--- config.mk ---
export PLATFORM = sky130hd
export DESIGN_NAME = card_number_luhn_classifier_flat
export DESIGN_NICKNAME = d
export VERILOG_FILES = /design/src/sv/clc_pkg.sv /design/src/sv/clc_intf.sv /design/src/sv/card_number_luhn_classifier.sv /design/src/flat_wrapper.sv
export SDC_FILE = /design/constraint.sdc
export NUM_CORES = 1
export LEC_CHECK = 0
export ABC_AREA = 0
export BUFFER_PORTS_ARGS = -buffer_cell sky130_fd_sc_hd__buf_2
export CAP_MARGIN = 20
export CORE_ASPECT_RATIO = 0.5
export CORE_UTILIZATION = 55
export CTS_CLUSTER_DIAMETER = 50
export DETAILED_ROUTE_END_ITERATION = 8
export HOLD_SLACK_MARGIN = 0.15
export PLACE_DENSITY = 0.75
export SKIP_LAST_GASP = 1
export SLEW_MARGIN = 5
export SYNTH_ARGS = -nofsm -noshare
export SYNTH_HDL_FRONTEND = slang
export SYNTH_SLANG_ARGS = --single-unit
--- constraint.sdc ---
create_clock -name clk_i -period 4.5 [get_ports clk_i]
set_input_delay 0.675 -clock clk_i [delete_from_list [all_inputs] [get_ports clk_i]]
set_output_delay 0.675 -clock clk_i [all_outputs]
set_load 0.005 [all_outputs]
--- src/sv/clc_pkg.sv ---
`timescale 1ns / 1ps
// ----------------------------------------------------------------------------
// clc_pkg: shared types and constants of the card number classifier
// widths, state encoding, verdict codes and the doubled-digit table
// ----------------------------------------------------------------------------
package clc_pkg;

  localparam int CardW      = 54;                  // binary card number width
  localparam int BcdDigits  = 17;                  // 2^54 - 1 has 17 decimal digits
  localparam int BcdW       = 4 * BcdDigits;
  localparam int CntW       = $clog2(CardW);       // conversion and digit pass counter
  localparam int CountW     = 5;                   // digit_count width
  localparam int VerdictW   = 2;
  localparam int MaxDigits  = 16;                  // longest classifiable number

  localparam logic [VerdictW-1:0] VERDICT_INVALID = 2'd0;
  localparam logic [VerdictW-1:0] VERDICT_3437    = 2'd1;
  localparam logic [VerdictW-1:0] VERDICT_5155    = 2'd2;
  localparam logic [VerdictW-1:0] VERDICT_LEAD4   = 2'd3;

  typedef enum logic [1:0] {
    ST_IDLE,
    ST_CONV,
    ST_DIGIT,
    ST_FIN
  } state_e;

  // digit sum of twice a decimal digit
  function automatic logic [3:0] dbl_digit(input logic [3:0] d);
    logic [4:0] dd;
    dd = {d, 1'b0};
    if (d >= 4'd5) begin
      return 4'(dd - 5'd9);
    end
    return dd[3:0];
  endfunction

endpackage

--- src/sv/clc_intf.sv ---
`timescale 1ns / 1ps
// ----------------------------------------------------------------------------
// clc_intf: valid/ready channels of the card number classifier
// input channel carries the card number, result channel the verdict
// ----------------------------------------------------------------------------
interface clc_card_if;
  logic                      valid;
  logic                      ready;
  logic [clc_pkg::CardW-1:0] card_number;

  modport source (output valid, output card_number, input ready);
  modport sink   (input valid, input card_number, output ready);
endinterface

interface clc_res_if;
  logic                         valid;
  logic                         ready;
  logic [clc_pkg::VerdictW-1:0] verdict;
  logic                         luhn_ok;
  logic [clc_pkg::CountW-1:0]   digit_count;

  modport source (output valid, output verdict, output luhn_ok, output digit_count,
                  input ready);
  modport sink   (input valid, input verdict, input luhn_ok, input digit_count,
                  output ready);
endinterface

--- src/sv/card_number_luhn_classifier.sv ---
`timescale 1ns / 1ps
// after an item is accepted: one conversion step per card number bit, one
//   digit step per bcd digit, then a classify step that loads the output
//   register once it is free; a new item is taken only back in idle, after
//   the serial binary-to-bcd shifter and the one-digit-per-cycle luhn pass
// reset: asynchronous active low, returns to idle with no result pending
// ----------------------------------------------------------------------------
// card_number_luhn_classifier: luhn mod-10 check and card class decode
// converts the binary card number to bcd one bit per cycle (shift and add 3),
// then walks the digits from the right one per cycle, accumulating the luhn
// sum modulo ten and tracking the digit count and leading digits
// ----------------------------------------------------------------------------
module card_number_luhn_classifier (
  input  logic              clk_i,
  input  logic              rst_ni,
  clc_card_if.sink          card_i,
  clc_res_if.source         res_o
);

  // control
  clc_pkg::state_e               state_q, state_d;
  logic [clc_pkg::CntW-1:0]      cnt_q, cnt_d;
  logic                          out_vld_q, out_vld_d;

  // datapath
  logic [clc_pkg::CardW-1:0]     bin_q, bin_d;     // binary shifter, msb first
  logic [clc_pkg::BcdW-1:0]      bcd_q, bcd_d;     // bcd accumulator / digit shifter
  logic [3:0]                    sum_q, sum_d;     // luhn sum modulo ten
  logic [3:0]                    prev_q, prev_d;   // digit seen on the previous step
  logic [3:0]                    lead1_q, lead1_d; // most significant nonzero digit
  logic [3:0]                    lead2_q, lead2_d; // digit just right of it
  logic [clc_pkg::CountW-1:0]    ndig_q, ndig_d;   // significant digit count

  // result register
  logic [clc_pkg::VerdictW-1:0]  verdict_q, verdict_d;
  logic                          ok_q, ok_d;
  logic [clc_pkg::CountW-1:0]    count_q, count_d;

  // helper values
  logic [clc_pkg::BcdW-1:0]      bcd_adj;
  logic [3:0]                    cur_dig;
  logic [3:0]                    contrib;
  logic [4:0]                    sum_raw;
  logic                          out_free;
  logic                          luhn_ok;
  logic [clc_pkg::VerdictW-1:0]  verdict;

  assign card_i.ready = (state_q == clc_pkg::ST_IDLE);
  assign out_free     = !out_vld_q || res_o.ready;

  // add 3 to every bcd digit that is 5 or more before the shift
  always_comb begin
    for (int k = 0; k < clc_pkg::BcdDigits; k++) begin
      if (bcd_q[4*k +: 4] >= 4'd5) begin
        bcd_adj[4*k +: 4] = bcd_q[4*k +: 4] + 4'd3;
      end else begin
        bcd_adj[4*k +: 4] = bcd_q[4*k +: 4];
      end
    end
  end

  // digit pass: every second digit from the right, starting with the second, contributes the doubled digit sum
  assign cur_dig = bcd_q[3:0];
  assign contrib = cnt_q[0] ? clc_pkg::dbl_digit(cur_dig) : cur_dig;
  assign sum_raw = {1'b0, sum_q} + {1'b0, contrib};

  // classification from the finished digit pass
  assign luhn_ok = (sum_q == 4'd0);
  always_comb begin
    verdict = clc_pkg::VERDICT_INVALID;
    if (luhn_ok && ndig_q <= clc_pkg::CountW'(clc_pkg::MaxDigits)) begin
      if (ndig_q == 5'd15 && lead1_q == 4'd3 && (lead2_q == 4'd4 || lead2_q == 4'd7)) begin
        verdict = clc_pkg::VERDICT_3437;
      end else if (ndig_q == 5'd16 && lead1_q == 4'd5 &&
                   lead2_q >= 4'd1 && lead2_q <= 4'd5) begin
        verdict = clc_pkg::VERDICT_5155;
      end else if ((ndig_q == 5'd13 || ndig_q == 5'd16) && lead1_q == 4'd4) begin
        verdict = clc_pkg::VERDICT_LEAD4;
      end
    end
  end

  // next state and datapath
  always_comb begin
    state_d   = state_q;
    cnt_d     = cnt_q;
    out_vld_d = out_vld_q;
    bin_d     = bin_q;
    bcd_d     = bcd_q;
    sum_d     = sum_q;
    prev_d    = prev_q;
    lead1_d   = lead1_q;
    lead2_d   = lead2_q;
    ndig_d    = ndig_q;
    verdict_d = verdict_q;
    ok_d      = ok_q;
    count_d   = count_q;

    // result taken
    if (out_vld_q && res_o.ready) begin
      out_vld_d = 1'b0;
    end

    unique case (state_q)
      clc_pkg::ST_IDLE: begin
        if (card_i.valid) begin
          bin_d   = card_i.card_number;
          bcd_d   = '0;
          cnt_d   = '0;
          state_d = clc_pkg::ST_CONV;
        end
      end
      clc_pkg::ST_CONV: begin
        // one binary bit per cycle into the bcd register
        bcd_d = {bcd_adj[clc_pkg::BcdW-2:0], bin_q[clc_pkg::CardW-1]};
        bin_d = {bin_q[clc_pkg::CardW-2:0], 1'b0};
        if (cnt_q == clc_pkg::CntW'(clc_pkg::CardW - 1)) begin
          cnt_d   = '0;
          sum_d   = '0;
          prev_d  = '0;
          lead1_d = '0;
          lead2_d = '0;
          ndig_d  = '0;
          state_d = clc_pkg::ST_DIGIT;
        end else begin
          cnt_d = cnt_q + 1'b1;
        end
      end
      clc_pkg::ST_DIGIT: begin
        // one decimal digit per cycle, least significant first
        bcd_d  = {4'd0, bcd_q[clc_pkg::BcdW-1:4]};
        sum_d  = (sum_raw >= 5'd10) ? 4'(sum_raw - 5'd10) : sum_raw[3:0];
        prev_d = cur_dig;
        if (cur_dig != 4'd0) begin
          lead1_d = cur_dig;
          lead2_d = prev_q;
          ndig_d  = cnt_q[clc_pkg::CountW-1:0] + 1'b1;
        end
        if (cnt_q == clc_pkg::CntW'(clc_pkg::BcdDigits - 1)) begin
          state_d = clc_pkg::ST_FIN;
        end else begin
          cnt_d = cnt_q + 1'b1;
        end
      end
      clc_pkg::ST_FIN: begin
        // load the result register once it is free
        if (out_free) begin
          verdict_d = verdict;
          ok_d      = luhn_ok;
          count_d   = ndig_q;
          out_vld_d = 1'b1;
          state_d   = clc_pkg::ST_IDLE;
        end
      end
      default: state_d = clc_pkg::ST_IDLE;
    endcase
  end

  always_ff @(posedge clk_i or negedge rst_ni) begin
    if (!rst_ni) begin
      state_q   <= clc_pkg::ST_IDLE;
      cnt_q     <= '0;
      out_vld_q <= 1'b0;
    end else begin
      state_q   <= state_d;
      cnt_q     <= cnt_d;
      out_vld_q <= out_vld_d;
    end
  end

  always_ff @(posedge clk_i) begin
    bin_q     <= bin_d;
    bcd_q     <= bcd_d;
    sum_q     <= sum_d;
    prev_q    <= prev_d;
    lead1_q   <= lead1_d;
    lead2_q   <= lead2_d;
    ndig_q    <= ndig_d;
    verdict_q <= verdict_d;
    ok_q      <= ok_d;
    count_q   <= count_d;
  end

  assign res_o.valid       = out_vld_q;
  assign res_o.verdict     = verdict_q;
  assign res_o.luhn_ok     = ok_q;
  assign res_o.digit_count = count_q;

  // a new result only appears after the classify step
  a_res_from_fin: assert property (@(posedge clk_i) disable iff (!rst_ni)
    $rose(out_vld_q) |-> $past(state_q) == clc_pkg::ST_FIN)
    else $error("result valid without classify step");

  // a failed luhn check never carries a class
  a_fail_invalid: assert property (@(posedge clk_i) disable iff (!rst_ni)
    (out_vld_q && !ok_q) |-> verdict_q == clc_pkg::VERDICT_INVALID)
    else $error("class given for luhn failure");

  // a class only comes with a matching length
  a_class_len: assert property (@(posedge clk_i) disable iff (!rst_ni)
    (out_vld_q && verdict_q != clc_pkg::VERDICT_INVALID) |->
      (count_q == 5'd13 || count_q == 5'd15 || count_q == 5'd16))
    else $error("class given for unmatched length");

  // the digit count never exceeds the number of bcd digits
  a_count_range: assert property (@(posedge clk_i) disable iff (!rst_ni)
    out_vld_q |-> count_q <= clc_pkg::CountW'(clc_pkg::BcdDigits))
    else $error("digit count out of range");

endmodule
--- src/flat_wrapper.sv ---
// flat-port wrapper written by rule: the top's interface ports become plain ports
module card_number_luhn_classifier_flat 
  (clk_i, rst_ni, card_i_valid, card_i_card_number, card_i_ready, res_o_valid, res_o_verdict, res_o_luhn_ok, res_o_digit_count, res_o_ready);
  clc_card_if card_i_i ();
  clc_res_if res_o_i ();
  input  logic clk_i;
  input  logic rst_ni;
  input wire logic [$bits(card_i_i.valid)-1:0] card_i_valid;
  input wire logic [$bits(card_i_i.card_number)-1:0] card_i_card_number;
  output wire logic [$bits(card_i_i.ready)-1:0] card_i_ready;
  output wire logic [$bits(res_o_i.valid)-1:0] res_o_valid;
  output wire logic [$bits(res_o_i.verdict)-1:0] res_o_verdict;
  output wire logic [$bits(res_o_i.luhn_ok)-1:0] res_o_luhn_ok;
  output wire logic [$bits(res_o_i.digit_count)-1:0] res_o_digit_count;
  input wire logic [$bits(res_o_i.ready)-1:0] res_o_ready;
  assign card_i_i.valid = card_i_valid;
  assign card_i_i.card_number = card_i_card_number;
  assign card_i_ready = card_i_i.ready;
  assign res_o_valid = res_o_i.valid;
  assign res_o_verdict = res_o_i.verdict;
  assign res_o_luhn_ok = res_o_i.luhn_ok;
  assign res_o_digit_count = res_o_i.digit_count;
  assign res_o_i.ready = res_o_ready;
  card_number_luhn_classifier u_core (.clk_i(clk_i), .rst_ni(rst_ni), .card_i(card_i_i), .res_o(res_o_i));
endmodule
==> results by group <==
Floorplanning
  – Count of standard-cell rows: 31
  – Floorplan core area: 14800 sq um
  – I/O pin total: 68
  – Die Outline Area: 16000 sq um
  – X dimension of the die: 178 microns
  – Die H: ~90 microns
  – Initial Util: 57.7%

Timing
  – Maximum clock frequency: 0.267 GHz
  – Hold Fails Final Rpt: 0
  – Final setup violation count: 0
  – Max Slew Vio Count: 0
  – Part of the cycle the worst path needs: 83.2%
  – Final sum of negative setup slack: 0 ns
  – Setup repair after global routing missed its margin: false
  – Worst-margin pin slew: 0.910 ns
  – Post-route worst hold slack: 0.513 ns
  – Worst slew margin: 39.3%
  – Time the worst path needs with I/O delays and setup: 3.75 ns
  – Clk_skew: roughly 0.013 ns

Power
  – Pwr per Cell Area: 319 nW/um^2
  – Net switching power figure: 0.691 mW
  – Proportion of power drawn by combinational gates: 1.6%
  – Proportion of total power due to net switching: between 20 and 25%
  – Pint: 2.39 mW
  – Peak supply drop: ~0.00023 V
  – Static leakage: roughly 3.6 nW
  – Clk network pwr share: 46.2%
  – Sequential cell fraction of total power: a little over half

CTS
  – Number of gates resized after cts: 0
  – Number of H-tree branching levels: 4
  – Largest buffer count on any clock path: 2
  – Clock tree from TritonCTS: built
  – TritonCTS buffer count: 17
  – Clock root cell: sky130_fd_sc_hd__clkbuf_16
  – Clock latency of the later-clocked register in the worst-skew pair: 0.43 ns
  – Clock slew at reported path FFs: 0.07 ns
  – Sink Count: 160

Drt
  – Detailed-route wire length: 15100 microns
  – Wire per inst: 14.9 microns
  – Starting DRT DRC Count: 438
  – First-pass iteration count of the detailed router: 5
  – Number of vias in the routed layout: 5566
  – Remaining design rule violation count: 0
  – Post-DR vias/cell: 5.52
  – Number of routed nets with antenna violations: 0

Yosys
  – Largest area contributor in the netlist: sky130_fd_sc_hd__edfxtp_1
  – Mux contribution to synthesized area: 7.62%
  – Mapped cell area: 8520 sq um
  – Count of warnings emitted by yosys: 0
  – Register area share after synthesis: 55.8%
  – Top cells by instance count after synthesis: sky130_fd_sc_hd__edfxtp_1 (151), sky130_fd_sc_hd__nand2_1 (79), sky130_fd_sc_hd__o21ai_0 (71), sky130_fd_sc_hd__a21oi_1 (58), sky130_fd_sc_hd__mux2_2 (54)
  – Synth top area share: 53.2%
  – Compound-gate portion of the synthesized area: 11.3%
  – Post-Synthesis Net Count: between 800 and 900
  – Post-synthesis share of cell area spent on full adders, half adders and majority gates: 7.13%
  – Synth unique cells: 51
  – Parity-gate share of the synthesized area counting xor and xnor cells: 3.70%
  – Synth area leaders: sky130_fd_sc_hd__edfxtp_1 (53%), sky130_fd_sc_hd__mux2_2 (7.1%), sky130_fd_sc_hd__ha_1 (6.9%), sky130_fd_sc_hd__o21ai_0 (4.2%), sky130_fd_sc_hd__nand2_1 (3.5%)
  – Number of flops mapped to enable cells by yosys: 151
  – Synth async-reset ratio: 5.63%
  – Synth Area per Inst: 11.7 sq um
  – Most instantiated library cell after synthesis: sky130_fd_sc_hd__edfxtp_1
  – Fraction of the mapped netlist area in simple logic gates: 11.2%
  – Synthesis-stage register bit count: 160
  – Synth Instances: 730
  – Leading register cell type out of synthesis: sky130_fd_sc_hd__edfxtp_1
  – Dominant combinational cell family by area after synthesis: compound AO/OA/AOI/OAI gates

Critical path
  – Crit path launch: u_core.bcd_q[1]$_DFFE_PP_
  – Crit Path Max Fanout: 5
  – Data arrival, critical path: slightly below 4 ns
  – Crit path kind: flop to flop
  – Capturing element type of the critical path: flop
  – Category of the worst setup path launch point: flop
  – Data required time of the critical path: 4.67 ns
  – Reg-to-Reg Start: u_core.bcd_q[1]$_DFFE_PP_

Finish
  – NumNets Final: 903
  – Post-route cell area: 9650 sq um
  – Growth of design area from synthesis to finish: 13.2%
  – Fraction of layout instances using a drive strength above 1: 20.7%
  – Antenna fix cells: 0

Run
  – # Max-Cap Violations: 0

Placement
  – HPWL after detailed placement: 10000 microns
  – Port buffer count: 67
  – Final weighted congestion in routability-driven placement: just under 0.8
  – DP Area: 9050 sq um

Min path
  – Hold Crit Class: flop to flop
  – Start point of the worst min-delay path: u_core.ndig_q[2]$_SDFFCE_PN0P_

Global routing
  – Pin count of the biggest net entering global routing: 69
  – Number of antenna violations at the first check in global routing: 0
  – Wire length of the first global-routing pass: 25300 microns
  – Total global routing overflow: 0
  – Global routing usage summed across all routing layers: 19.9%
  – Vias in the first global route: roughly 5500

Outcome
  – Status: finished clean
## power by group through the flow
stage | Sequential (mW) | Clock, mW | Combinational [mW]
floorplan | 1.64 | 0 | 0.0211
global placement | 1.64 | 0 | 0.0461
detailed placement | 1.64 | 0 | 0.0490
CTS | 1.61 | 1.45 | 0.0497
global route | 1.61 | 1.50 | 0.0541
finish | 1.61 | 1.42 | 0.0490
## metal layers
layer	part of all wire (%)	GRT usage, %	up-vias
met5	0	0	-
met1	47	25.9	2678
met3	4.6	5.29	23
met4	1.5	8.12	0
met2	47	31.5	97
li1	-	-	2768
## critical path, stage by stage (launching register included)
cell and delay [ns]:
sky130_fd_sc_hd__edfxtp_1 0.44, sky130_fd_sc_hd__inv_1 0.16, sky130_fd_sc_hd__ha_1 0.25, sky130_fd_sc_hd__nand2b_1 0.07, sky130_fd_sc_hd__a21oi_1 0.38, sky130_fd_sc_hd__xnor2_1 0.20
sky130_fd_sc_hd__nand2_1 0.09, sky130_fd_sc_hd__a21boi_0 0.17, sky130_fd_sc_hd__fa_1 0.45, sky130_fd_sc_hd__xnor2_1 0.28, sky130_fd_sc_hd__inv_1 0.08, sky130_fd_sc_hd__ha_1 0.26
sky130_fd_sc_hd__o31a_1 0.13, sky130_fd_sc_hd__a211oi_1 0.28, sky130_fd_sc_hd__nor4b_2 0.11, sky130_fd_sc_hd__mux2i_1 0.13
## cells by family (layout without fill, tap and decap cells)
family	after synthesis	after routing
simple gates	191	191
compound gates	166	166
buf+inv	71	151
xor+xnor	36	36
mux	58	58
flops	160	160
fa+ha+maj	48	48
## cell type report
type | instances | area [sq um]
sequential | 160 | 4760
tap | 198 | 248
inverter | 45 | 169
clock inverter | 15 | 163
clock buffer | 17 | 425
fill | 1103 | 5120
timing repair buffer | 74 | 390
multi-input combinational | 499 | 3500
## timing repair
action / in CTS / in global routing
setup buffers: 0 / 0
hold buffers: 1 / 0
hold endpoints to repair: 9 / 0
## sequential cells by signal, summed over array words and instances, names as in the netlist
| name | count |
|---|---|
| u_core.bcd_q | 68 |
| u_core.bin_q | 54 |
| u_core.cnt_q | 6 |
| u_core.lead1_q | 4 |
| u_core.lead2_q | 4 |
| u_core.ndig_q | 5 |
| u_core.prev_q | 4 |
| u_core.res_o.digit_count | 5 |
| u_core.res_o.luhn_ok | 1 |
| u_core.res_o.valid | 1 |
| u_core.res_o.verdict | 2 |
| u_core.state_q | 2 |
| u_core.sum_q | 4 |
## through the flow
step | total power [mW] | worst slack (ns) | std cells | utilization (%)
after CTS | 3.11 | 0.759 | 1008 | 65.3
after global routing | 3.17 | 0.469 | 1008 | 65.3
after floorplan | 1.66 | 1.04 | 730 | -
after global placement | 1.69 | 0.980 | 975 | 61.3
after detailed placement | 1.69 | 0.779 | 975 | 61.3
final | 3.08 | 0.755 | 1008 | 65.3
## cells in the final DEF, fill, tap and decap left out, types with 2 or more instances in the layout
| cell | n |
|---|---|
| sky130_fd_sc_hd__inv_1 | 44 |
| sky130_fd_sc_hd__buf_4 | 6 |
| sky130_fd_sc_hd__a21o_1 | 3 |
| sky130_fd_sc_hd__o22ai_1 | 2 |
| sky130_fd_sc_hd__clkinv_8 | 3 |
| sky130_fd_sc_hd__clkinv_4 | 2 |
| sky130_fd_sc_hd__o21ai_0 | 71 |
| sky130_fd_sc_hd__nor3b_1 | 17 |
| sky130_fd_sc_hd__nor2_1 | 33 |
| sky130_fd_sc_hd__a211oi_1 | 2 |
| sky130_fd_sc_hd__clkbuf_16 | 17 |
| sky130_fd_sc_hd__xnor2_1 | 19 |
| sky130_fd_sc_hd__mux2i_1 | 3 |
| sky130_fd_sc_hd__edfxtp_1 | 151 |
| sky130_fd_sc_hd__xor2_1 | 17 |
| sky130_fd_sc_hd__a21oi_1 | 58 |
| sky130_fd_sc_hd__buf_2 | 67 |
| sky130_fd_sc_hd__and2_1 | 9 |
| sky130_fd_sc_hd__o31a_1 | 2 |
| sky130_fd_sc_hd__dfrtp_1 | 9 |
| sky130_fd_sc_hd__ha_1 | 46 |
| sky130_fd_sc_hd__nand4b_1 | 2 |
| sky130_fd_sc_hd__o31ai_1 | 15 |
| sky130_fd_sc_hd__nand2b_1 | 23 |
| sky130_fd_sc_hd__nor4_1 | 3 |
| sky130_fd_sc_hd__mux2_2 | 54 |
| sky130_fd_sc_hd__a32o_1 | 2 |
| sky130_fd_sc_hd__nor3_1 | 9 |
| sky130_fd_sc_hd__nand3_1 | 4 |
| sky130_fd_sc_hd__inv_6 | 5 |
| sky130_fd_sc_hd__inv_8 | 4 |
| sky130_fd_sc_hd__nor2b_1 | 3 |
| sky130_fd_sc_hd__nand2_1 | 79 |
## final timing paths
| check | to | slack (ns) | cells after the start |
|---|---|---|---|
| max in group asynchronous | u_core.cnt_q[1]$_DFFE_PN0P_ | 3.69 | 2 |
| worst min register to register | u_core.res_o.digit_count[2]$_DFFE_PP_ | 0.51 | 0 |
| worst max-delay path | u_core.sum_q[2]$_SDFFCE_PN0P_ | 0.75 | 15 |
| min in group asynchronous | u_core.res_o.valid$_DFF_PN0_ | 0.63 | 2 |
| worst max register to register | u_core.sum_q[2]$_SDFFCE_PN0P_ | 0.75 | 15 |
| worst min-delay path | u_core.res_o.digit_count[2]$_DFFE_PP_ | 0.51 | 0 |
(Power assumes the default switching activity.)
